[src/rtl/core/hmm_pkg.sv]
// ----------------------------------------------------------------------------
// hmm_pkg
// Shared types, constants and codes of the hashed multimap engine.
// ----------------------------------------------------------------------------
package hmm_pkg;

  // Table geometry
  localparam int BUCKETS  = 256;
  localparam int WAYS     = 4;
  localparam int ROW_AW   = (BUCKETS > 1) ? $clog2(BUCKETS) : 1;
  localparam int WAY_IW   = (WAYS > 1) ? $clog2(WAYS) : 1;
  localparam int WAY_CW   = $clog2(WAYS + 1);

  // Register and field widths
  localparam int BC_W     = 9;
  localparam int KEY_W    = 31;
  localparam int VAL_W    = 32;
  localparam int CNT_W    = 8;
  localparam logic [BC_W-1:0] BC_RESET = BC_W'(BUCKETS);

  // Remainder unit: key bits handled per cycle and cycle count
  localparam int DIV_STEP  = 4;
  localparam int DIV_BITS  = 32;
  localparam int DIV_ITER  = DIV_BITS / DIV_STEP;
  localparam int DIV_CW    = (DIV_ITER > 1) ? $clog2(DIV_ITER) : 1;

  // Register addresses
  localparam logic [2:0] ADDR_BUCKET_COUNT = 3'd0;

  // Operation codes
  typedef enum logic [2:0] {
    FN_INSERT  = 3'd0,
    FN_GET     = 3'd1,
    FN_GET_NTH = 3'd2,
    FN_DEL_ONE = 3'd3,
    FN_DEL_ALL = 3'd4,
    FN_COUNT   = 3'd5
  } func_t;

  // Result status codes
  localparam logic [1:0] ST_OK     = 2'd0;
  localparam logic [1:0] ST_FULL   = 2'd1;
  localparam logic [1:0] ST_REJECT = 2'd2;

  typedef struct packed {
    logic             used;
    logic [KEY_W-1:0] key;
    logic [VAL_W-1:0] value;
  } slot_t;

  typedef slot_t [WAYS-1:0] row_t;

  typedef struct packed {
    logic             found;
    logic [VAL_W-1:0] found_value;
    logic [CNT_W-1:0] match_count;
    logic [1:0]       status;
  } result_t;

endpackage

[src/rtl/core/hmm_row.sv]
// ----------------------------------------------------------------------------
// hmm_row
// Row update logic: applies one operation to a bucket row of WAYS slots.
// ----------------------------------------------------------------------------
module hmm_row import hmm_pkg::*; (
  input  row_t             row,
  input  logic [2:0]       func,
  input  logic [KEY_W-1:0] key,
  input  logic [VAL_W-1:0] item_value,
  input  logic [7:0]       position,
  input  logic             reject,
  output row_t             row_next,
  output logic             wr,
  output result_t          res
);

  logic [WAYS-1:0] match;
  logic [WAYS-1:0] remove;

  // Per-slot key compare
  always_comb begin
    for (int w = 0; w < WAYS; w++) begin
      match[w] = row[w].used && (row[w].key == key);
    end
  end

  always_comb begin
    logic [CNT_W-1:0]  n;
    logic              hit;
    logic [WAY_CW-1:0] idx;
    row_t              packed_row;
    row_t              shifted;

    res      = '0;
    wr       = 1'b0;
    row_next = row;
    remove   = '0;
    n        = '0;
    hit      = 1'b0;
    idx      = '0;
    packed_row = '0;
    shifted    = '0;

    // Slots to drop: first match or all matches
    for (int w = 0; w < WAYS; w++) begin
      if (match[w] && !hit) begin
        remove[w] = 1'b1;
        hit       = 1'b1;
      end else if (match[w] && (func == FN_DEL_ALL)) begin
        remove[w] = 1'b1;
      end
    end

    // Pack the kept slots toward the head
    for (int w = 0; w < WAYS; w++) begin
      if (row[w].used && !remove[w]) begin
        packed_row[idx[WAY_IW-1:0]] = row[w];
        idx = idx + 1'b1;
      end
    end

    // Insert shifts the row down by one
    shifted[0] = '{used: 1'b1, key: key, value: item_value};
    for (int w = 1; w < WAYS; w++) begin
      shifted[w] = row[w-1];
    end

    hit = 1'b0;
    if (reject) begin
      res.status = ST_REJECT;
    end else begin
      case (func)
        FN_INSERT: begin
          if (row[WAYS-1].used) begin
            res.status = ST_FULL;
          end else begin
            row_next = shifted;
            wr       = 1'b1;
          end
        end
        FN_GET, FN_GET_NTH: begin
          for (int w = 0; w < WAYS; w++) begin
            if (match[w] && !hit) begin
              if (func == FN_GET || n == position) begin
                hit             = 1'b1;
                res.found       = 1'b1;
                res.found_value = row[w].value;
              end
              n = n + 1'b1;
            end
          end
        end
        FN_DEL_ONE, FN_DEL_ALL: begin
          if (|match) begin
            res.found = 1'b1;
            row_next  = packed_row;
            wr        = 1'b1;
          end
        end
        FN_COUNT: begin
          for (int w = 0; w < WAYS; w++) begin
            n = n + CNT_W'(match[w]);
          end
          res.match_count = n;
        end
        default: begin
          res.status = ST_REJECT;
        end
      endcase
    end
  end

endmodule

[config.mk]
export PLATFORM = sky130hd
export DESIGN_NAME = hmm_row
export DESIGN_NICKNAME = d
export VERILOG_FILES = /design/src/rtl/core/hmm_pkg.sv /design/src/rtl/core/hmm_row.sv
export SDC_FILE = /design/constraint.sdc
export NUM_CORES = 1
export LEC_CHECK = 0
export BUFFER_PORTS_ARGS = -buffer_cell sky130_fd_sc_hd__buf_4
export CAP_MARGIN = 20
export CORE_AREA = 5 5 241 243
export DETAILED_ROUTE_END_ITERATION = 6
export DIE_AREA = 0 0 246 248
export MAX_ROUTING_LAYER = met4
export PLACE_DENSITY_LB_ADDON = 0.1
export REMOVE_ABC_BUFFERS = 1
export SLEW_MARGIN = 20
export SYNTH_ARGS = -nofsm -noshare
export SYNTH_HDL_FRONTEND = slang
export SYNTH_SLANG_ARGS = --single-unit
[constraint.sdc]
create_clock -name vclk -period 15.3
set_input_delay 3.06 -clock vclk [all_inputs]
set_output_delay 3.06 -clock vclk [all_outputs]
set_load 0.1 [all_outputs]
Word level (Yosys, flattened, before mapping)
Cells that the tools add are included.
{"block": "totals", "output_inout_bits": 300, "wordCells": 139, "input_bits": 331, "register_bits": 0}
{"block": "op_classes", "n_mux": 73, "reduce_logical": 41, "addsub": 7, "n_lt_le_gt_ge": 6, "eq_ne": 12}
{"op": "$mux 256", "n": 6}
{"op": "$bwmux 256", "n": 3}
{"op": "$pmux 256 s2", "n": 1}
{"op": "$demux 64 s2", "n": 3}
{"op": "$mux 33", "n": 10}
{"op": "$mux 64", "n": 4}
{"op": "$eq 31x31->1", "n": 4}
{"op": "$mux 8", "n": 8}
{"op": "$mux 41", "n": 1}
{"op": "$mux 32", "n": 1}
{"op": "$mux 1", "n": 29}
{"op": "$eq 8x8->1", "n": 3}
{"op": "$logic_and 1x1->1", "n": 21}
{"op": "$add 8x1->8 const B", "n": 2}
{"op": "$logic_not 1->1", "n": 10}
{"op": "$lt 2x3->1 const B", "n": 3}
{"op": "$logic_not 8->1", "n": 1}
{"op": "$eq 3x2->1 const B", "n": 2}
{"op": "$eq 3x3->1 const B", "n": 2}
{"op": "$ge 2x1->1 const B", "n": 3}
{"op": "$mux 2", "n": 3}
{"op": "$reduce_or 5->1", "n": 1}
{"op": "$add 3x1->4", "n": 1}
{"op": "$logic_or 1x1->1", "n": 4}
{"op": "other kinds (11)", "n": 13}

Depth between registers and ports, before layout
Gate-level depths: netlist of the first run.
{"block": "logic_depth", "ltp_word": 22, "mapped_depth": 20, "depth_no_buf": 16}

Worst setup path after synthesis of the first run
OpenSTA, ideal clock, no wires.
{"block": "synth_timing", "kind": "input to output", "startpoint": "input key[12]", "endpoint": "output row_next[118] (netlist bit)", "arrival_ns": 8.572, "setup_slack_ns": 3.668, "path_buffers": 4, "required_time_ns": 12.240, "stages": 20, "cell_sequence": "clkbuf_1 > xnor2_1 > nand4_1 > or4_1 > or2_2 > clkbuf_1 > inv_1 > ha_1 > nor2b_1 > o21a_1 > ha_1 > inv_1 > nor2_1 > a41oi_1 > o31a_1 > or2_2 > clkbuf_1 > clkbuf_1 > o211ai_1 > o21ai_0"}
{"item": "from (decl)", "line_no": "hmm_row.sv:8", "rtl": "input logic [KEY_W-1:0] key,"}
{"item": "to (decl)", "line_no": "hmm_row.sv:12", "rtl": "output row_t row_next,"}

==> results.ini, run 1 <==
[sta]
hold_violations = 0
worst-slew-pin-transition_ps = 1100
drv_slew = 0
period_share_pct = 75.8
setup_viol = 0
slew_headroom_pct = 26.5
min_period_ps = 11590
clock.fmax_mhz = 86.3
grt_setup_unrepaired = no

[die]
rows = 87
die_w_um = 246
ios = 631
fp.coreArea_um2 = 55700
fp.dieArea_um2 = 61000
initial_core_util_pct = 19.4
fp.dieH_um = 248

[synth]
synth_area_leader_cell = a221o_1
synth_area_um2 = 10800
synthDistinctLibCells = 58
yosysSeqAreaShare_pct = 0
synth.avg_cell_area_um2 = 6.56
yosys_warnings = 0
synthTopCellsByArea = a221o_1 12%, xnor2_1 8.4%, a22o_1 7.6%
synth_top_area_share_pct = 12.0
synth_cells = 1653

[global_routing]
antenna_found_initial = 5
grt_pass1_vias = 17000
grt_first_pass_wirelength_um = 129000
overflow = 0
grt_usage_pct = 28.6
grt_max_degree = 66

[drt]
drt-wirelength-per-cell_um = 32.8
first_pass_iters = 7
drc = 7
ant_nets = 0
via_count = 17500
via_per_inst = 6.18
routed_wl_um = 93000
first_iter_violations = 2063

[setup_path]
crit_slowest_cell = nor2_4
crit_type = in2out
crit_top_cell = buf_4
cp-end-kind = output port
cp_slowest_stage_delay_ps = 850
crit_required_ps = 12240
crit_chain = buf_4 -> xnor2_1 -> nand4_1 -> nor4_1 -> and2_1 -> inv_1 -> ha_1 -> nor2b_1 -> o21a_1 -> ha_1 -> inv_1 -> or2_2 -> a21o_1 -> nor2_4 -> buf_4 -> a221o_1 -> buf_4
cp_max_fo = 35
start_kind = primary input
cp.arrival_ps = 8530

[clock_network]
postCtsSetupRepairBufs = 0
hold_buffers = 0
cts_resized = 0

[job]
cap_viol_max_count = 0

[layout]
nets = 2417
fill_cells = 6272
syn2layout_area_growth_pct = 47.6
seq_cell_count = 0
drive_above_1_share_pct = 33.5
seq_area_um2 = 0
utilization_pct = 28.7
mostFrequentLayoutCells = 657 x buf_4, 131 x and3_1, 130 x a221o_1
clkbuf_count = 0
final_common_cell = buf_4
multiInputGateArea_um2 = 10000

[min_path]
hold_path_class = in2out

[place]
dp_hpwl_um = 66200
gp_congestion = 0.921
port_buffers = 626

[run_status]
outcome = finished with violations
violations = DRC

synth_stat cells, types with 3 or more instances:
master,n
o22ai_1,33
buf_6,3
o31ai_1,31
a211oi_1,31
nand3_1,4
a32o_1,32
and4_1,5
xnor2_1,104
and3_1,131
o21ai_0,125
nand2b_1,7
or2_2,3
a31oi_1,65
and2_1,6
nor4_1,15
or4_1,5
o21a_1,4
a221o_1,130
a21oi_1,101
nand2_1,105
o21ai_1,15
xor2_1,24
nand4_1,38
nor3_1,7
nor2_1,82
nor2b_1,6
o211ai_1,32
ha_1,9
inv_1,11
a222oi_1,64
a221oi_1,30
a21o_1,36
mux2i_1,3
buf_2,36
buf_4,5
buf_1,8
a22o_1,94
clkbuf_1,190
worst max-delay path, delay by kind of cell:
| family | cells | cell delay [ps] |
|---|---|---|
| AO/OA/AOI/OAI | 3 | 710 |
| XOR/XNOR | 1 | 320 |
| adder cells (fa/ha/maj) | 2 | 450 |
| buffers and inverters | 5 | 1280 |
| AND/OR/NAND/NOR | 6 | 2600 |
per-layer routing:
| layer | vias to the layer above | routed length, um | GRT usage [%] |
|---|---|---|---|
| met4 | 0 | 2350 | 5.83 |
| met2 | 1100 | 45300 | 48.8 |
| met1 | 8743 | 37900 | 36.3 |
| li1 | 7580 | - | - |
| met3 | 97 | 7380 | 3.84 |
| met5 | - | 0 | - |
final cells by class:
cell class	count	area share [%]
Tap cell	756	5.91
Multi-Input combinational cell	1404	62.6
Inverter	11	0.258
Timing Repair Buffer	659	31.2
Antenna cell	6	0.0938
path summary, 6_finish.rpt:
check	start	end	slack, ps	cells after the start
worst max-delay path	key[12]	row_next[180]	3710	17
worst min-delay path	row[12]	row_next[76]	6600	4
through the flow:
step | hold WS [ps] | instances | worst slack (ps) | setup TNS [ps] | area (um^2)
floorplan | 6580 | 1415 | -4070 | -457060 | 9860
global placement | 6600 | 2828 | 3760 | 0 | 15900
detailed placement | 6610 | 2828 | 3700 | 0 | 15900
CTS | 6610 | 2828 | 3690 | 0 | 15900
global route | 6620 | 2835 | 3480 | 0 | 16000
finish | 6600 | 2836 | 3710 | 0 | 16000
kinds of logic after synthesis:
family	share of synthesized area (%)
AOI/OAI and AO/OA	58.3
and+or+nand+nor	20.2
buffers and inverters	9.56
xor gates and xnor gates	10.3
adders and majority gates	1.22
muxes	0.381
other	0.0346
==> inputs of run 2 (changes only) <==
--- a/config.mk
+++ b/config.mk
@@ -5,11 +5,12 @@
 export SDC_FILE = /design/constraint.sdc
 export NUM_CORES = 1
 export LEC_CHECK = 0
+export ABC_AREA = 1
 export BUFFER_PORTS_ARGS = -buffer_cell sky130_fd_sc_hd__buf_4
 export CAP_MARGIN = 20
-export CORE_AREA = 5 5 241 243
+export CORE_MARGIN = 5
+export CORE_UTILIZATION = 28
 export DETAILED_ROUTE_END_ITERATION = 6
-export DIE_AREA = 0 0 246 248
 export MAX_ROUTING_LAYER = met4
 export PLACE_DENSITY_LB_ADDON = 0.1
 export REMOVE_ABC_BUFFERS = 1
==> constraint.sdc (replaced) <==
create_clock -name vclk -period 11.8
set_input_delay 2.36 -clock vclk [all_inputs]
set_output_delay 2.36 -clock vclk [all_outputs]
set_load 0.1 [all_outputs]
==> run 2 against run 1 <==
  * The run still ends with DRC left
  * First-iteration DRC count increased by 54%
  * Synthesized cell count increased by 120%
  * Sequential cell count unchanged
  * Hold slack got worse by 1400 ps
  * Synthesized area is 61% higher
  * Die area rose by 10%
  * Routed wire length rose by 33%
  * Non-clock buffer count up 11
  * Worst setup slack got worse by 1800 ps
  * Sequential share of layout area is the same
  * Critical path depth grew 7
  * Final cell count up 69%
  * Critical endpoint is now row_next[174]
  * Largest cell class unchanged
==> results.ini, run 2 <==
[run_status]
outcome = finished with violations
violations = DRC

[sta]
period_share_pct = 84.2
worst-slew-pin-transition_ps = 1210  ; +110 ps
grt_setup_unrepaired = no
min_period_ps = 9940
setup_viol = 0  ; unchanged
clock.fmax_mhz = 101
holdWs_ps = 5160  ; -1440 ps
slew_headroom_pct = 19.2  ; -7.3 points
drv_slew = 0  ; unchanged
hold_violations = 0  ; unchanged

[setup_path]
crit_type = in2out
crit_required_ps = 9440  ; -2800 ps
start_kind = primary input
cp_max_fo = 65  ; +86%
cp-end-kind = output port
cp.arrival_ps = 7580  ; -950 ps

[place]
gp_congestion = 1.01  ; +9.5%
dp_hpwl_um = 84100  ; +27%
port_buffers = 626  ; unchanged
placed_cell_area_um2 = 22200  ; +40%

[layout]
seq_area_um2 = 0  ; unchanged
final_common_cell = nand2_1
nets = 4299  ; +78%
utilization_pct = 36.1  ; +7.4 points
stdcell_area_um2 = 22300  ; +39%
clkbuf_count = 0  ; unchanged
drive_above_1_share_pct = 20.4  ; -13 points
seq_cell_count = 0  ; unchanged
fill_cells = 7292  ; +16%
mostFrequentLayoutCells = 1030 x nand2_1, 665 x buf_4, 399 x nand3_1
syn2layout_area_growth_pct = 27.6

[clock_network]
postCtsSetupRepairBufs = 0  ; unchanged
hold_buffers = 0  ; unchanged
cts_resized = 0  ; unchanged

[synth]
synth.top_cells.by_count = 1035 x nand2_1, 399 x nand3_1, 340 x nor2_1
synthTopCellsByArea = nand2_1 22%, nand3_1 11%, a221oi_1 9.2%
yosysSeqAreaShare_pct = 0  ; unchanged
synth_top_area_share_pct = 22.3  ; +10 points
synth.avg_cell_area_um2 = 4.80  ; -27%
synthDistinctLibCells = 44  ; -24%
synth_area_leader_cell = nand2_1
synth_cells = 3636  ; +120%
synth_most_common_cell = nand2_1
synth_area_um2 = 17400  ; +61%
yosys_warnings = 0  ; unchanged

[die]
rows = 91  ; +4.6%
fp.dieArea_um2 = 67400  ; +10%
ios = 631  ; unchanged
die_w_um = 260  ; +5.5%
initial_core_util_pct = 28.3  ; +8.8 points
fp.dieH_um = 260  ; +4.7%
fp.coreArea_um2 = 61700  ; +11%

[pwr]
irDropWorstVdd_mv = 0.0462
pwr-share-clk_pct = 0
pwr-share-seq_pct = 0
p_per_area_nw_per_um2 = 67.8
p_leak_uw = 0.0107
power.internal_uw = 338
power.net_switching_uw = 1170
p_comb_share_pct = 100.0
sw_frac_of_total_pct = 77.6

[drt]
via_per_inst = 5.92  ; -4.2%
via_count = 28400  ; +62%
first_iter_violations = 3167  ; +54%
first_pass_iters = 7  ; unchanged
ant_nets = 0  ; unchanged
drc = 1  ; -6
drt-wirelength-per-cell_um = 25.7  ; -22%
routed_wl_um = 124000  ; +33%

[job]
cap_viol_max_count = 0  ; unchanged

[min_path]
worstHoldPathCells = 3  ; -1
hold_path_class = in2out

[global_routing]
grt_first_pass_wirelength_um = 179000  ; +39%
grt_usage_pct = 34.8  ; +6.2 points
antenna_found_initial = 11  ; +6
grt_max_degree = 190  ; +190%
overflow = 0  ; unchanged
grt_pass1_vias = 26300  ; +54%

run 2: cell count changes after synthesis, moves of 65 or more:
cell and delta:
a21oi_1 +192, a221o_1 -130, a221oi_1 +153, a22o_1 -94
a31oi_1 -65, and3_1 -129, inv_1 +249, nand2_1 +930
nand3_1 +395, nand4_1 +67, nor2_1 +258, nor3_1 +73
o21ai_0 +108, xnor2_1 -93
run 2: worst max-delay path: stages:
cell	delay [ps]
buf_4	170
inv_1	100
nand2_1	140
nand4_1	120
nor2_1	170
nand2_1	110
nor2_1	120
nand2_1	220
inv_1	120
ha_1	150
nor2_1	70
o21ai_4	60
buf_4	900
ha_1	370
nand3_4	120
nand2_8	300
nor2_4	90
nand3_4	650
buf_12	310
nand3_1	100
o21ai_1	120
nand2_1	60
a21oi_1	250
buf_4	350
run 2: path summary, 6_finish.rpt:
path                       endpoint    start
worst max-delay path  row_next[174]  key[11]
worst min-delay path         res[0]   reject
run 2: logic make-up (layout without fill, tap and decap cells):
group | count (synthesis) | count (layout) | share of synthesized area [%]
AOI/OAI and AO/OA | 946 | 946 | 33.9
xor gates and xnor gates | 24 | 24 | 1.21
adders and majority gates | 10 | 10 | 0.761
buffers and inverters | 665 | 981 | 15.5
muxes | 1 | 1 | 0.0574
other | 1 | 16 | 0.0215
and+or+nand+nor | 1989 | 1989 | 48.6
run 2: power groups by stage:
stage	Combinational, uW	Clock, uW	Sequential, uW
detailed placement	1490	0	0
floorplan	1000	0	0
finish	1510	0.000125	0
global placement	1490	0	0
CTS	1500	0	0
global route	1570	0.000125	0
run 2: cell type report:
cell class,count,area (um^2),area share (%)
Inverter,311,1170,5.27
Tap cell,837,1050,4.71
Multi-Input combinational cell,2975,14900,67.0
Antenna cell,11,27.5,0.124
Timing Repair Buffer,670,5090,22.9
run 2: metrics by stage:
| step | worst slack (ps) | instances | TNS (ps) | total power, uW |
|---|---|---|---|---|
| floorplan | -12810 | 3286 | -2792780 | 1000 |
| global placement | 1850 | 4793 | 0 | 1490 |
| detailed placement | 1880 | 4793 | 0 | 1490 |
| CTS | 1840 | 4793 | 0 | 1500 |
| global route | 1430 | 4804 | 0 | 1570 |
| finish | 1860 | 4804 | 0 | 1510 |
run 2: layer usage:
layer	global-route usage [%]	routed length (um)	up-vias	share of wire [%]
met3	6.86	12000	271	9.7
met5	-	0	-	0
met2	56.2	57400	1649	46
met4	12.2	5290	0	4.3
li1	-	-	13200	-
met1	43.4	48900	13400	40
No activity file was read; power rests on OpenSTA's default activity.
