$ cat config.mk
export PLATFORM = sky130hd
export DESIGN_NAME = hmm_div
export DESIGN_NICKNAME = d
export VERILOG_FILES = /design/src/rtl/core/hmm_pkg.sv /design/src/rtl/core/hmm_div.sv
export SDC_FILE = /design/constraint.sdc
export NUM_CORES = 1
export LEC_CHECK = 0
export BUFFER_PORTS_ARGS = -buffer_cell sky130_fd_sc_hd__buf_2
export CELL_PAD_IN_SITES_DETAIL_PLACEMENT = 1
export CELL_PAD_IN_SITES_GLOBAL_PLACEMENT = 1
export CORE_ASPECT_RATIO = 0.75
export CORE_MARGIN = 2
export CORE_UTILIZATION = 42
export CTS_CLUSTER_SIZE = 28
export DETAILED_ROUTE_END_ITERATION = 10
export HOLD_SLACK_MARGIN = 0.1
export PLACE_DENSITY_LB_ADDON = 0.1
export RECOVER_POWER = 50
export SLEW_MARGIN = 0
export SYNTH_ARGS = -nofsm -noshare
export SYNTH_HDL_FRONTEND = slang
export SYNTH_SLANG_ARGS = --single-unit
export TNS_END_PERCENT = 10
$ cat constraint.sdc
create_clock -name clk -period 8.23 [get_ports clk]
set_clock_uncertainty 0.1 [all_clocks]
set_input_delay 1.2345 -clock clk [delete_from_list [all_inputs] [get_ports clk]]
set_output_delay 1.2345 -clock clk [all_outputs]
set_load 0.01 [all_outputs]
$ cat src/rtl/core/hmm_pkg.sv
// ----------------------------------------------------------------------------
// hmm_pkg
// Shared types, constants and codes of the hashed multimap engine.
// ----------------------------------------------------------------------------
package hmm_pkg;

  // Table geometry
  localparam int BUCKETS  = 256;
  localparam int WAYS     = 4;
  localparam int ROW_AW   = (BUCKETS > 1) ? $clog2(BUCKETS) : 1;
  localparam int WAY_IW   = (WAYS > 1) ? $clog2(WAYS) : 1;
  localparam int WAY_CW   = $clog2(WAYS + 1);

  // Register and field widths
  localparam int BC_W     = 9;
  localparam int KEY_W    = 31;
  localparam int VAL_W    = 32;
  localparam int CNT_W    = 8;
  localparam logic [BC_W-1:0] BC_RESET = BC_W'(BUCKETS);

  // Remainder unit: key bits handled per cycle and cycle count
  localparam int DIV_STEP  = 4;
  localparam int DIV_BITS  = 32;
  localparam int DIV_ITER  = DIV_BITS / DIV_STEP;
  localparam int DIV_CW    = (DIV_ITER > 1) ? $clog2(DIV_ITER) : 1;

  // Register addresses
  localparam logic [2:0] ADDR_BUCKET_COUNT = 3'd0;

  // Operation codes
  typedef enum logic [2:0] {
    FN_INSERT  = 3'd0,
    FN_GET     = 3'd1,
    FN_GET_NTH = 3'd2,
    FN_DEL_ONE = 3'd3,
    FN_DEL_ALL = 3'd4,
    FN_COUNT   = 3'd5
  } func_t;

  // Result status codes
  localparam logic [1:0] ST_OK     = 2'd0;
  localparam logic [1:0] ST_FULL   = 2'd1;
  localparam logic [1:0] ST_REJECT = 2'd2;

  typedef struct packed {
    logic             used;
    logic [KEY_W-1:0] key;
    logic [VAL_W-1:0] value;
  } slot_t;

  typedef slot_t [WAYS-1:0] row_t;

  typedef struct packed {
    logic             found;
    logic [VAL_W-1:0] found_value;
    logic [CNT_W-1:0] match_count;
    logic [1:0]       status;
  } result_t;

endpackage

$ cat src/rtl/core/hmm_div.sv
// ----------------------------------------------------------------------------
// hmm_div
// Iterative remainder unit: key modulo bucket count, DIV_STEP bits a cycle.
// ----------------------------------------------------------------------------
module hmm_div import hmm_pkg::*; (
  input  logic             clk,
  input  logic             rst,
  input  logic             start,
  input  logic [KEY_W-1:0] dividend,
  input  logic [BC_W-1:0]  divisor,
  output logic             done,
  output logic [BC_W-1:0]  remainder
);

  logic                busy;
  logic [DIV_CW-1:0]   cnt;
  logic [DIV_BITS-1:0] quo;
  logic [BC_W-1:0]     dvs;
  logic [BC_W-1:0]     rem_next;

  // DIV_STEP restoring steps on narrow values
  always_comb begin
    logic [BC_W:0] t;
    rem_next = remainder;
    for (int i = 0; i < DIV_STEP; i++) begin
      t = {rem_next, quo[DIV_BITS-1-i]};
      if (t >= {1'b0, dvs}) begin
        t = t - {1'b0, dvs};
      end
      rem_next = t[BC_W-1:0];
    end
  end

  // Control
  always_ff @(posedge clk) begin
    if (rst) begin
      busy <= 1'b0;
      done <= 1'b0;
      cnt  <= '0;
    end else begin
      done <= 1'b0;
      if (start) begin
        busy <= 1'b1;
        cnt  <= '0;
      end else if (busy) begin
        cnt <= cnt + 1'b1;
        if (cnt == DIV_CW'(DIV_ITER - 1)) begin
          busy <= 1'b0;
          done <= 1'b1;
        end
      end
    end
  end

  // Datapath
  always_ff @(posedge clk) begin
    if (start) begin
      quo       <= DIV_BITS'(dividend);
      dvs       <= divisor;
      remainder <= '0;
    end else if (busy) begin
      quo       <= quo << DIV_STEP;
      remainder <= rem_next;
    end
  end

endmodule

After elaboration in Yosys (flattened, before gate mapping):

Cells that the tools add are included.

* mux-type cells: 10
* bitwise gates (word level): 1
* eq/ne operators: 1
* order comparisons: 4
* $add $sub $neg: 5
* reductions and logical operators: 3

Operators by type and width (count)
* $mux W31: 2
* $ge A10 B9 Y1: 4
* $mux W9: 4
* $sub A9 B9 Y9: 4
* $mux W1: 4
* $add A3 B1 Y3 const B: 1
* $eq A3 B3 Y1 const B: 1
* $reduce_or A3 Y1: 1
* $reduce_bool A2 Y1: 1
* $reduce_or A2 Y1: 1
* $not A1 Y1: 1

* register bits after elaboration: 55
* input bits: 43
* output and inout port bits: 10
* logic and storage cells: 31

Longest topological paths before layout:

Gate-level depths: netlist (run 1).

* word-level depth: 8
* depth in mapped cells: 37
* mapped depth without buffers: 34

Worst setup path before layout (run 1):

Ideal clock, no wire load.

* kind: register -> register
* from: register dvs[0]
* to: register remainder[0]
* cell stages (with the launch flop): 35
* arrival time: 8142 ps
* path buffers: 3
* required time: 8051 ps
* library setup time: 79 ps
* setup slack: -91 ps
* clock period less this slack: 8321 ps
* cells stage by stage: edfxtp_1 > ha_1 > inv_1 > fa_1 > a211oi_2 > o211ai_2 > a21oi_4 > buf_4 > mux2_2 > fa_1 > nand2b_1 > a211oi_1 > o41ai_4 > o2111ai_4 > clkbuf_1 > mux2_2 > ha_1 > a211o_1 > a21oi_1 > o21ai_0 > o22a_1 > a2111oi_4 > or2_1 > mux2_2 > ha_1 > a21o_1 > a21oi_1 > nor2_1 > nor2_1 > nand2_1 > o21a_1 > a2111o_1 > buf_6 > mux2_4 > a211oi_2

* longest elaborated chain between the ends: 8
* elaborated cells on any way between the ends: 12
* classes of those cells: 4 x add/sub; 4 x order compare; 4 x mux

RTL lines
* from (decl): line hmm_div.sv:18 `logic [BC_W-1:0] dvs;`
* from (signal assigned): line hmm_div.sv:59 `dvs <= divisor;`
* $sub A9 B9 Y9 / $ge A10 B9 Y1 (equally long branches): line hmm_div.sv:28, hmm_div.sv:27
* $mux W9: line hmm_div.sv:27 `if (t >= {1'b0, dvs}) begin`
* $sub A9 B9 Y9 / $ge A10 B9 Y1 (equally long branches): line hmm_div.sv:28, hmm_div.sv:27
* $mux W9: line hmm_div.sv:27
* $sub A9 B9 Y9 / $ge A10 B9 Y1 (equally long branches): line hmm_div.sv:28, hmm_div.sv:27
* $mux W9: line hmm_div.sv:27
* $ge A10 B9 Y1: line hmm_div.sv:27
* $mux W9 (*): line hmm_div.sv:27
* to (signal assigned): line hmm_div.sv:63 `remainder <= rem_next;`
* to (decl): line hmm_div.sv:12 `output logic [BC_W-1:0] remainder`

Every way passes the cells marked *; elsewhere a longest branch is shown, timed or not.
A chain may end at the register's enable or synchronous reset.

Final worst setup path (run 1):

Ends and elaborated chain as after synthesis.

==> run summary, run 1 <==
The critical path runs through a total of 34 cells. Synthesis produced a netlist whose cell count is 375. The delay contributed by the slowest stage of the critical path was 0.44 ns; the row count was 31. Cells with a size suffix above 1 make up 36.2% of the layout. The tools report the tightest slew margin relative to the limit as 27.8%.

0 antenna diodes ended up in the layout. When the netlist entered floorplanning its net count stood at 460. The tools report the end-of-flow core utilization as 53.2%. The first detailed-routing pass took 4 iterations. Standard cell core area: 9580 sq um.

The critical path is of the register to register type. The worst register-to-register path has a setup slack of 0.29 ns. For this run, design rule violations remaining after detail routing come to 0. The root buffer cell was sky130_fd_sc_hd__clkbuf_16.

The initial utilization of the core area, before any placement, comes to 42.8%. Routability-driven placement finished with a final weighted congestion of 0.947. The count of buffers added on input and output ports is 52. The final critical delay including setup and external delays is 7.94 ns, and the count of cell types in the netlist is 55.

The run gives 3,223 as the number of global-route vias before repair. Counting both buffers and inverters, the worst setup path holds a total of 4. The tools report the first-pass GRT wire length as 17.3 mm. End point of the critical path: remainder[0]. The H-tree generated during clock tree synthesis spans 2 levels.

The final-report hold violation count is 0, and the via-per-instance ratio is 5.37. The most common cell after layout, fill and taps aside is sky130_fd_sc_hd__buf_2. The run gives 53 as the count of pins on the block boundary. For this run, the number of Yosys warnings is 0. The cell at the slowest stage of the critical path was sky130_fd_sc_hd__fa_1.

The worst setup path startpoint was dvs[0]. On the final layout, the worst hold slack is 0.433 ns. The die covers 10,600 sq um. The area growth from synthesis to layout is 24.3%.

The count of endpoints failing setup in the final report was 0. The die boundary height came out at 89.5 um. The data arrival time of the critical path is 8.06 ns, and the clock sink count is 55.

The library cells used most frequently in the layout, excluding fill and tap cells, are 44 x sky130_fd_sc_hd__buf_2, 40 x sky130_fd_sc_hd__edfxtp_1, 38 x sky130_fd_sc_hd__mux2_2. For the number of nets with antenna violations after detailed routing, the log shows 0. The tool flagged a number of max-cap violations equal to 0.

In this run the most critical hold path is launched from cnt[2]. Clock-pin slew was measured on the worst setup and hold paths at 0.08 ns. The number of filler cells placed in the layout is 1,099, and the sequential share of the synthesized area is 36.6%. The vias after detailed routing is 3,219. The net count of the finished layout is 551. The destination of the worst register-to-register timing path is remainder[0]. After legalization and detailed placement, the total HPWL measured 8.57 mm. STA classifies the critical path endpoint as a register. The synthesized netlist occupies a cell area of 4100 sq um.

TritonCTS built the clock tree. The proportion of register bits with asynchronous set or reset after synthesis was 0%. In this design, the critical path's most frequently occurring cell is sky130_fd_sc_hd__a211oi_2. The worst register-to-register path begins at dvs[0]. The CTS buffer count is 5. Dividing the synthesized area by the synthesized cell count gives 10.9 sq um. The worst register-to-register path has a depth of 34. Yosys mapped a number of flops with a built-in enable equal to 40. The number of synthesized register bits works out to 55. The kind of launch point of the worst setup path was a register. For the worst setup path, the data required time is 8.35 ns.

The tightest min-delay check is of the register to register type. The mean routed wirelength per cell is 19.2 um. The detailed router finished its first iteration with 140 violations.

The logs give 0 for the remaining global-route overflow and 126 MHz for the maximum achievable frequency. The largest driver fanout on the critical path came out at 8. The floorplan step set the die width to 118 um. In this design, the largest share of critical-path delay is due to compound AO/OA/AOI/OAI gates. The max-slew violation count is 0.

The flow ran to the end, and the final reports show no timing, DRC or antenna violations. The initial antenna violation count is 0, and the maximum count of clock buffers along a single path is 2. The slew at the pin closest to its max-slew limit was 1.08 ns. The share of the clock period used by the worst path is 96.5%. The logs give 21.4% for the all-layer global routing usage and 58 for the largest net degree at the start of global routing. The routed design has 11.5 mm of wire. The clock insertion delay at the later pin of the skew report came out at 0.30 ns. For this run, the leading register cell type out of synthesis is sky130_fd_sc_hd__edfxtp_1.
==> per-layer routing <==
metal / vias up / global-route usage [%] / wire length (um)
met5: - / 0 / 0
met4: 0 / 3.94 / 58
met3: 5 / 3.38 / 353
met2: 40 / 33.2 / 5000
met1: 1591 / 31.8 / 6090
li1: 1583 / - / -
==> worst reg2reg max path, delay by kind of cell, from the launching register on <==
kind                     cells  cell delay, ns
flip-flops                   1            0.42
AND/OR/NAND/NOR              6            0.86
AO/OA/AOI/OAI               15            2.98
multiplexers                 4            1.41
buffers and inverters        4            0.53
adder cells (fa/ha/maj)      5            1.55
==> cells in the mapped netlist (2+ instances only) <==
library cell	instances	area share [%]
sky130_fd_sc_hd__xnor2_1	16	3.4
sky130_fd_sc_hd__nand4_1	7	1.1
sky130_fd_sc_hd__mux2i_1	13	3.2
sky130_fd_sc_hd__a211oi_1	11	2.0
sky130_fd_sc_hd__ha_1	38	12
sky130_fd_sc_hd__inv_1	22	2.0
sky130_fd_sc_hd__or2_2	2	0.31
sky130_fd_sc_hd__o21a_1	3	0.55
sky130_fd_sc_hd__nand2b_1	7	1.1
sky130_fd_sc_hd__nor3_1	10	1.2
sky130_fd_sc_hd__fa_1	4	2.0
sky130_fd_sc_hd__a21o_1	9	1.6
sky130_fd_sc_hd__o211ai_2	2	0.61
sky130_fd_sc_hd__mux2_2	42	12
sky130_fd_sc_hd__xor2_1	8	1.7
sky130_fd_sc_hd__a211oi_2	3	0.92
sky130_fd_sc_hd__nor2_1	32	2.9
sky130_fd_sc_hd__o21bai_1	4	0.73
sky130_fd_sc_hd__o21ai_0	9	1.1
sky130_fd_sc_hd__and2_1	6	0.92
sky130_fd_sc_hd__o21ai_1	3	0.37
sky130_fd_sc_hd__nand2_1	7	0.64
sky130_fd_sc_hd__dfxtp_1	15	7.3
sky130_fd_sc_hd__nor2b_1	4	0.61
sky130_fd_sc_hd__o211ai_1	2	0.37
sky130_fd_sc_hd__edfxtp_1	40	29
sky130_fd_sc_hd__clkbuf_1	8	0.73
sky130_fd_sc_hd__o41ai_1	2	0.43
sky130_fd_sc_hd__a21oi_1	20	2.4
==> logic make-up after synthesis <==
logic type,after synthesis,share of synthesized area (%)
AO/OA/AOI/OAI,85,16.6
AND/OR/NAND/NOR,80,9.68
multiplexers,56,15.1
flip-flops,55,36.6
adder cells (fa/ha/maj),42,13.6
buffers and inverters,33,3.30
XOR/XNOR,24,5.13
==> repair_timing <==
action                     CTS  global route
pin swaps                    5            16
hold buffers                 0             0
buffers inserted             7             6
setup endpoints to repair    8             9
resized for setup            4            28
==> state kept, by name, indices dropped and copies added, names as in the netlist <==
signal,cells
quo,32
dvs,9
remainder,9
cnt,3
busy,1
done,1
==> how the worst min path moves through the flow <==
stage                   end  slack (ns)  cells after the start
finish               cnt[2]        0.43                      2
global route        quo[11]        0.47                      1
global placement    quo[31]        0.38                      2
floorplan           quo[31]        0.36                      2
CTS                 quo[31]        0.43                      2
detailed placement  quo[31]        0.42                      2
==> stage by stage <==
step / setup WS [ns] / TNS, ns / instances / area, sq um
final: 0.288 / 0 / 599 / 5090
after global routing: -0.107 / -0.259 / 599 / 5090
after CTS: 0.0719 / 0 / 593 / 4910
after detailed placement: -0.285 / -1.69 / 578 / 4700
after global placement: -0.105 / -0.305 / 578 / 4700
after floorplan: 0.0174 / 0 / 375 / 4100
==> area by class of cell <==
class | count | area (sq um) | area share, %
inverters | 22 | 82.6 | 1.62
multi-input cells | 287 | 2620 | 51.5
clock buffers | 6 | 129 | 2.53
clock inverters | 2 | 16.3 | 0.319
flip-flops and latches | 55 | 1500 | 29.5
well taps | 132 | 165 | 3.24
repair buffers | 95 | 577 | 11.3
Power of run 1 is left out: the tool's default activity adds up to more than one toggle a clock period on the data nets, which glitch-free logic cannot reach.
==> run 2: changes to the inputs <==
CELL_PAD_IN_SITES_DETAIL_PLACEMENT = default   (was 1)
CELL_PAD_IN_SITES_GLOBAL_PLACEMENT = default   (was 1)
CORE_UTILIZATION = 50   (was 42)
SKIP_LAST_GASP = 1   (was default)
TNS_END_PERCENT = default   (was 10)
==> run 2 against run 1 <==
Net effect:
- register-to-register slack gained 0.11 ns
- final area is 4.1% lower
- largest cell class unchanged
- critical path depth rose by 1
- non-clock buffer count shrank 12
- via count shrank 1.8%
- sequential share of layout area is 1.3 points higher
- sequential cell count unchanged
- setup slack improved by 0.11 ns
- critical path type unchanged
- core utilization grew 8.5 points
- first-iteration DRC count up 67%
- cell count shrank 6.5%
- worst hold slack got worse by 0.025 ns
==> run summary, run 2 (synthesized netlist as in run 1, its figures left out) <==
The run finished with clean final reports. For the number of global-route vias before repair, the log shows 2,923. The number of maximum-capacitance constraint violations was 0; the number of buffer cells added on primary ports was 52. The first routing iteration left 234 violations.

Number of nets with antenna violations after detailed routing: 0. Vias after detailed routing: 3,161. TritonCTS built the clock tree. The core region is 7920 sq um.

The delay contributed by the slowest stage of the critical path came out at 0.51 ns. Buffers inserted to repair hold after CTS numbered 0. The largest driver fanout on the critical path was 8. The run gives 58 as the largest net degree at the start of global routing. The top cell types in the final layout, fill and taps aside, are 45 x sky130_fd_sc_hd__buf_2, 40 x sky130_fd_sc_hd__mux2_2, 40 x sky130_fd_sc_hd__edfxtp_1. Counting along the longest clock path gives a buffer depth of 2.

In the final routed layout, each cell accounts on average for 16.8 um. The run gives 0.32 ns as the clock insertion delay at the later pin of the skew report. In this design, the critical path's most frequently occurring cell is sky130_fd_sc_hd__nor2_1. The tools report the final antenna diode count as 0. In the final layout, the registers with the most flip-flops are quo (32), dvs (9), remainder (9). In this run the clock root is driven by a sky130_fd_sc_hd__clkbuf_8. The worst-case setup slack after placement was -0.0969 ns; the die boundary height was 82.4 um. For the pin with the worst max-slew slack, the measured transition is 0.973 ns. Summed over all layers, the global routing overflow is 0.

The tools report the max-slew violation count as 0. The first-pass detailed-route iteration total is 5, and the final-report hold violation count is 0. STA classifies the critical path startpoint as a register. The final weighted congestion of routability-driven global placement was 0.953; the final critical delay including setup and external delays was 7.83 ns. Most common cell after layout, fill and taps aside: sky130_fd_sc_hd__buf_2. The run gives 35.1% as the tightest slew margin relative to the limit. The tools report the required time reported for the critical path endpoint as 8.37 ns. The CTS buffer count is 5. The number of instances on the worst hold path is 2, and the via-per-instance ratio is 5.64. The most flop-heavy register was quo. Setup violations remaining at the end of the flow were counted as 0. The maximum achievable frequency came out at 128 MHz. For this design, the sink count on the clock tree is 55. The die boundary width works out to 109 um.

The length in cells of the worst reg-to-reg path is 35. The cell at the slowest stage of the critical path was sky130_fd_sc_hd__a2111o_2. After clock tree synthesis, the clock-pin slew on the worst setup and hold paths is 0.10 ns.

For this run, design rule violations remaining after detail routing come to 0. The endpoint type of the worst setup path was a register. The depth of the CTS H-tree was 2; the share of cells above drive strength 1 was 35.2%. The run gives 7.35 mm as the half-perimeter wire length after detailed placement.

The worst hold path belongs to the class register to register. The logs give 7.97 ns for the data arrival time of the critical path and 4880 sq um for the area of all placed cells without fillers. The all-layer global routing usage was 22.0%; the instance area at placement was 4620 sq um. The final layout contains 539 nets.

The synthesis-to-layout area growth was 19.2%. The start-to-end type of the worst setup path is register to register. The register with the most flip-flops in the layout has 32 of them. The floorplan has 28 rows. During I/O placement, the number of pins put on the boundary was 53. The starting density of the core was 51.8%; the post-detailed-routing wire length was 9.44 mm. The final critical path takes up 95.2% of the cycle. The first global-routing pass estimated 14.6 mm of wire.

The initial antenna violation count is 0, and the total die area is 8940 sq um. The tools report the slack of the critical path as 0.397 ns.
==> run 2: changes by cell type in the layout (fill, tap and decap cells not counted), sizes merged <==
cell    change
clkbuf      -4
bufinv      +1
inv         -1
buf         -8
==> run 2: area by class of cell <==
| class | count | area, sq um |
|---|---|---|
| fillers | 685 | 3030 |
| multi-input cells | 287 | 2570 |
| clock inverters | 2 | 37.5 |
| flip-flops and latches | 55 | 1500 |
| clock buffers | 6 | 72.6 |
| inverters | 22 | 82.6 |
| well taps | 105 | 131 |
| repair buffers | 83 | 492 |
==> run 2: stage by stage <==
stage,std cells,utilization (%),hold WS [ns],TNS [ns]
floorplan,375,-,0.356,0
global placement,545,58.3,0.379,0
detailed placement,545,58.3,0.390,-0.288
CTS,555,59.9,0.416,0
global route,560,61.7,0.441,-0.0205
finish,560,61.7,0.408,0
==> run 2: critical path: cells and delay by family (launching register included) <==
family	cells	cell delay, ns
simple gates	7	0.67
compound gates	16	3.68
mux	3	0.92
flops	1	0.40
fa+ha+maj	5	1.37
buf+inv	4	0.60
==> run 2: final timing paths <==
path | start | end | slack [ns]
max reg2reg | dvs[0] | remainder[4] | 0.40
min | quo[27] | quo[31] | 0.41
max | dvs[0] | remainder[4] | 0.40
min reg2reg | quo[27] | quo[31] | 0.41
==> run 2: what timing repair did <==
item | in CTS | in global routing
gates resized for setup | 2 | 23
endpoints found under the setup margin | 6 | 9
setup buffers | 2 | 5
hold endpoints to repair | 0 | 0
pin swaps | 2 | 11
==> run 2: metal layers <==
layer / wire, um / up-vias / GRT usage (%) / share of wire [%]
met2: 3800 / 107 / 31.1 / 40
met3: 722 / 9 / 3.92 / 7.7
met4: 79 / 0 / 5.90 / 0.84
met1: 4840 / 1491 / 34.3 / 51
met5: 0 / - / 0 / 0
li1: - / 1554 / - / -
Power of run 2 is left out for the same reason.
==> run 3: changes to the inputs <==
PLACE_DENSITY = 0.71   (was default)
PLACE_DENSITY_LB_ADDON = default   (was 0.1)
==> run 3 against run 2 <==
Net effect:
- register-to-register slack lost 0.12 ns
- first-iteration DRC count shrank 7.7%
- global-route usage grew 1.8 points
- core utilization grew 0.82 points
- sequential cell count is the same
- cell count grew 2.3%
- die area is the same
- count of clock-buffer cells in the layout shrank 1
- non-clock buffer count grew 13
- setup slack lost 0.12 ns
==> run summary, run 3 (synthesized netlist as in run 1, its figures left out) <==
The H-tree was split into 2 levels. After detailed routing, the average wire length per cell comes to 17.6 um. The kind of launch point of the worst setup path is a register. The first TritonRoute pass finished after 4 iterations. Summed over all layers, the global routing overflow is 0.

For the maximum count of clock buffers along a single path, the log shows 2. The run gives 0 as the final-report hold violation count. In the global route stage, met2 resource usage came out at 36.6%. The tools report the standard cell core area as 7920 sq um. Measured along the y axis, the die boundary spans 82.4 um. For this run, design rule violations remaining after detail routing come to 0.

Dividing the detail-routed via count by the number of cells gives 5.60. The count of pins on the block boundary is 53. The path class of the lowest-slack min-delay path is register to register. The logs give 0 for the initial antenna violation count and 0 for the final antenna diode count. Measured against its own limit, the worst slew margin works out to 31.4%. The post-detailed-routing wire length is 10.1 mm. Data arrives at the worst endpoint at 8.09 ns. The most common cell after layout, fill and taps aside is sky130_fd_sc_hd__buf_2. The floorplan step defined a die boundary enclosing 8940 sq um.

The tools report the number of global-route vias before repair as 3,164. Slew at the pin closest to its max-slew limit: 1.03 ns. The reg-to-reg critical path startpoint was dvs[0]. The clock reaches the later pin of the worst-skew pair after 0.32 ns. From left edge to right edge, the die measures 109 um.

At the end of the flow, the number of nets in the layout was 552. The starting density of the core is 51.8%. The flow ran to the end, and the final reports show no timing, DRC or antenna violations.

The half-perimeter wire length after detailed placement was 7.80 mm; the share of cells above drive strength 1 was 35.9%. Buffers placed on the I/O ports in this run total 52. The clock slew seen by the registers of the worst setup and hold paths was 0.11 ns. The destination of the worst register-to-register timing path was remainder[0]. The final setup TNS was 0 ns. The root buffer cell is sky130_fd_sc_hd__clkbuf_8. The max-slew violation count is 0, and the share of the clock period used by the worst path is 96.7%. In the layout the commonest cells are 46 x sky130_fd_sc_hd__buf_2, 40 x sky130_fd_sc_hd__edfxtp_1, 38 x sky130_fd_sc_hd__mux2_2, 38 x sky130_fd_sc_hd__buf_4, 36 x sky130_fd_sc_hd__ha_1. For the worst setup path, the data required time is 8.36 ns. Cell at the slowest stage of the critical path: sky130_fd_sc_hd__a2111o_1.

Layer with the highest usage after global routing: met2. The run gives 34.9% as the global-route met1 utilization. Counting the fill cells in the layout gives 690.

STA classifies the critical path endpoint as a register. The delay contributed by the slowest stage of the critical path came out at 0.46 ns. The largest registers in the layout are quo (32), dvs (9), remainder (9). The critical path starts at dvs[0]. The global routing usage on met3 is 4.79%, and the all-layer global routing usage is 23.9%. Detailed routing inserted a total of 3,206 vias. The tools report the first-pass GRT wire length as 16.2 mm. Counting flops per register, the top entry is quo.

TritonCTS created 5 clock buffers. Length in cells of the worst reg-to-reg path: 34. The floorplan has 28 rows. The end-of-flow core utilization is 62.5%, and the synthesis-to-layout area growth is 20.8%. The smallest clock period supported by the final layout is computed as 7.95 ns. The most critical setup path has its endpoint at remainder[0]. The start-to-end type of the worst setup path is register to register. The tool flagged a number of max-cap violations equal to 0.

The maximum achievable frequency came out at 126 MHz. The clock sink count came out at 55. The run gives 4690 sq um as the instance area at placement.

Across all register-to-register paths, the minimum setup slack is 0.28 ns. At the end of routability-driven placement, the weighted congestion stood at 0.992. For the number of nets with antenna violations after detailed routing, the log shows 0. The detailed router finished its first iteration with 216 violations. The tools report the area of all placed cells without fillers as 4950 sq um.

The largest net degree at the start of global routing was 58; the number of flip-flops under the largest register name was 32. The count of hold buffers inserted by post-cts repair came out at 0. Setup violations remaining at the end of the flow were counted as 0. TritonCTS built the clock tree. The largest driver fanout on the critical path works out to 5.
run 3: cell types whose count changed in the layout (fill, tap and decap cells not counted), moves of 2 or more:
cell and delta:
sky130_fd_sc_hd__buf_4 +9, sky130_fd_sc_hd__ha_1 +3, sky130_fd_sc_hd__ha_4 -3, sky130_fd_sc_hd__a21oi_1 +2, sky130_fd_sc_hd__a21oi_2 -2, sky130_fd_sc_hd__and2_0 +2
sky130_fd_sc_hd__and2_1 -2, sky130_fd_sc_hd__inv_6 +2, sky130_fd_sc_hd__mux2_2 -2, sky130_fd_sc_hd__mux2_4 +2
run 3: critical path, delay by kind of cell (launching register included):
family	cells	cell delay, ns
flops	1	0.41
mux	4	1.29
fa+ha+maj	5	1.57
buf+inv	4	0.55
compound gates	16	3.40
simple gates	5	0.56
run 3: timing repair:
| item | 4_1_cts | 5_1_grt |
|---|---|---|
| endpoints found under the setup margin | 3 | 9 |
| pin swaps | 2 | 15 |
| gates resized for setup | 0 | 24 |
| hold endpoints to repair | 0 | 0 |
| setup buffers | 1 | 9 |
run 3: layout make-up:
type | count | area [sq um] | share of cell area [%]
multi-input combinational | 287 | 2540 | 51.4
sequential | 55 | 1500 | 30.3
timing repair buffer | 96 | 599 | 12.1
tap | 105 | 131 | 2.65
inverter | 22 | 82.6 | 1.67
clock buffer | 5 | 68.8 | 1.39
clock inverter | 3 | 22.5 | 0.455
run 3: metrics by stage:
step | std cells | hold WS [ns] | setup slack, ns
after floorplan | 375 | 0.356 | 0.0174
after global placement | 555 | 0.383 | 0.144
after detailed placement | 555 | 0.413 | 0.0434
after CTS | 564 | 0.436 | 0.0256
after global routing | 573 | 0.456 | -0.0120
final | 573 | 0.436 | 0.275
run 3: worst min path at each step:
stage / cells past startpoint / to / start / slack, ns
after floorplan: 2 / quo[31] / quo[27] / 0.36
after global placement: 2 / quo[31] / quo[31] / 0.38
after detailed placement: 2 / quo[31] / quo[27] / 0.41
after CTS: 2 / remainder[8] / remainder[8] / 0.44
after global routing: 2 / quo[31] / quo[31] / 0.46
final: 2 / quo[31] / quo[31] / 0.44
run 3: routing by layer:
metal,share of wire (%),wire (um),up-vias
met5,0,0,-
li1,-,-,1580
met3,6.5,656,8
met2,44,4410,81
met4,1.0,103,0
met1,49,4940,1537
Power of run 3 is left out for the same reason.
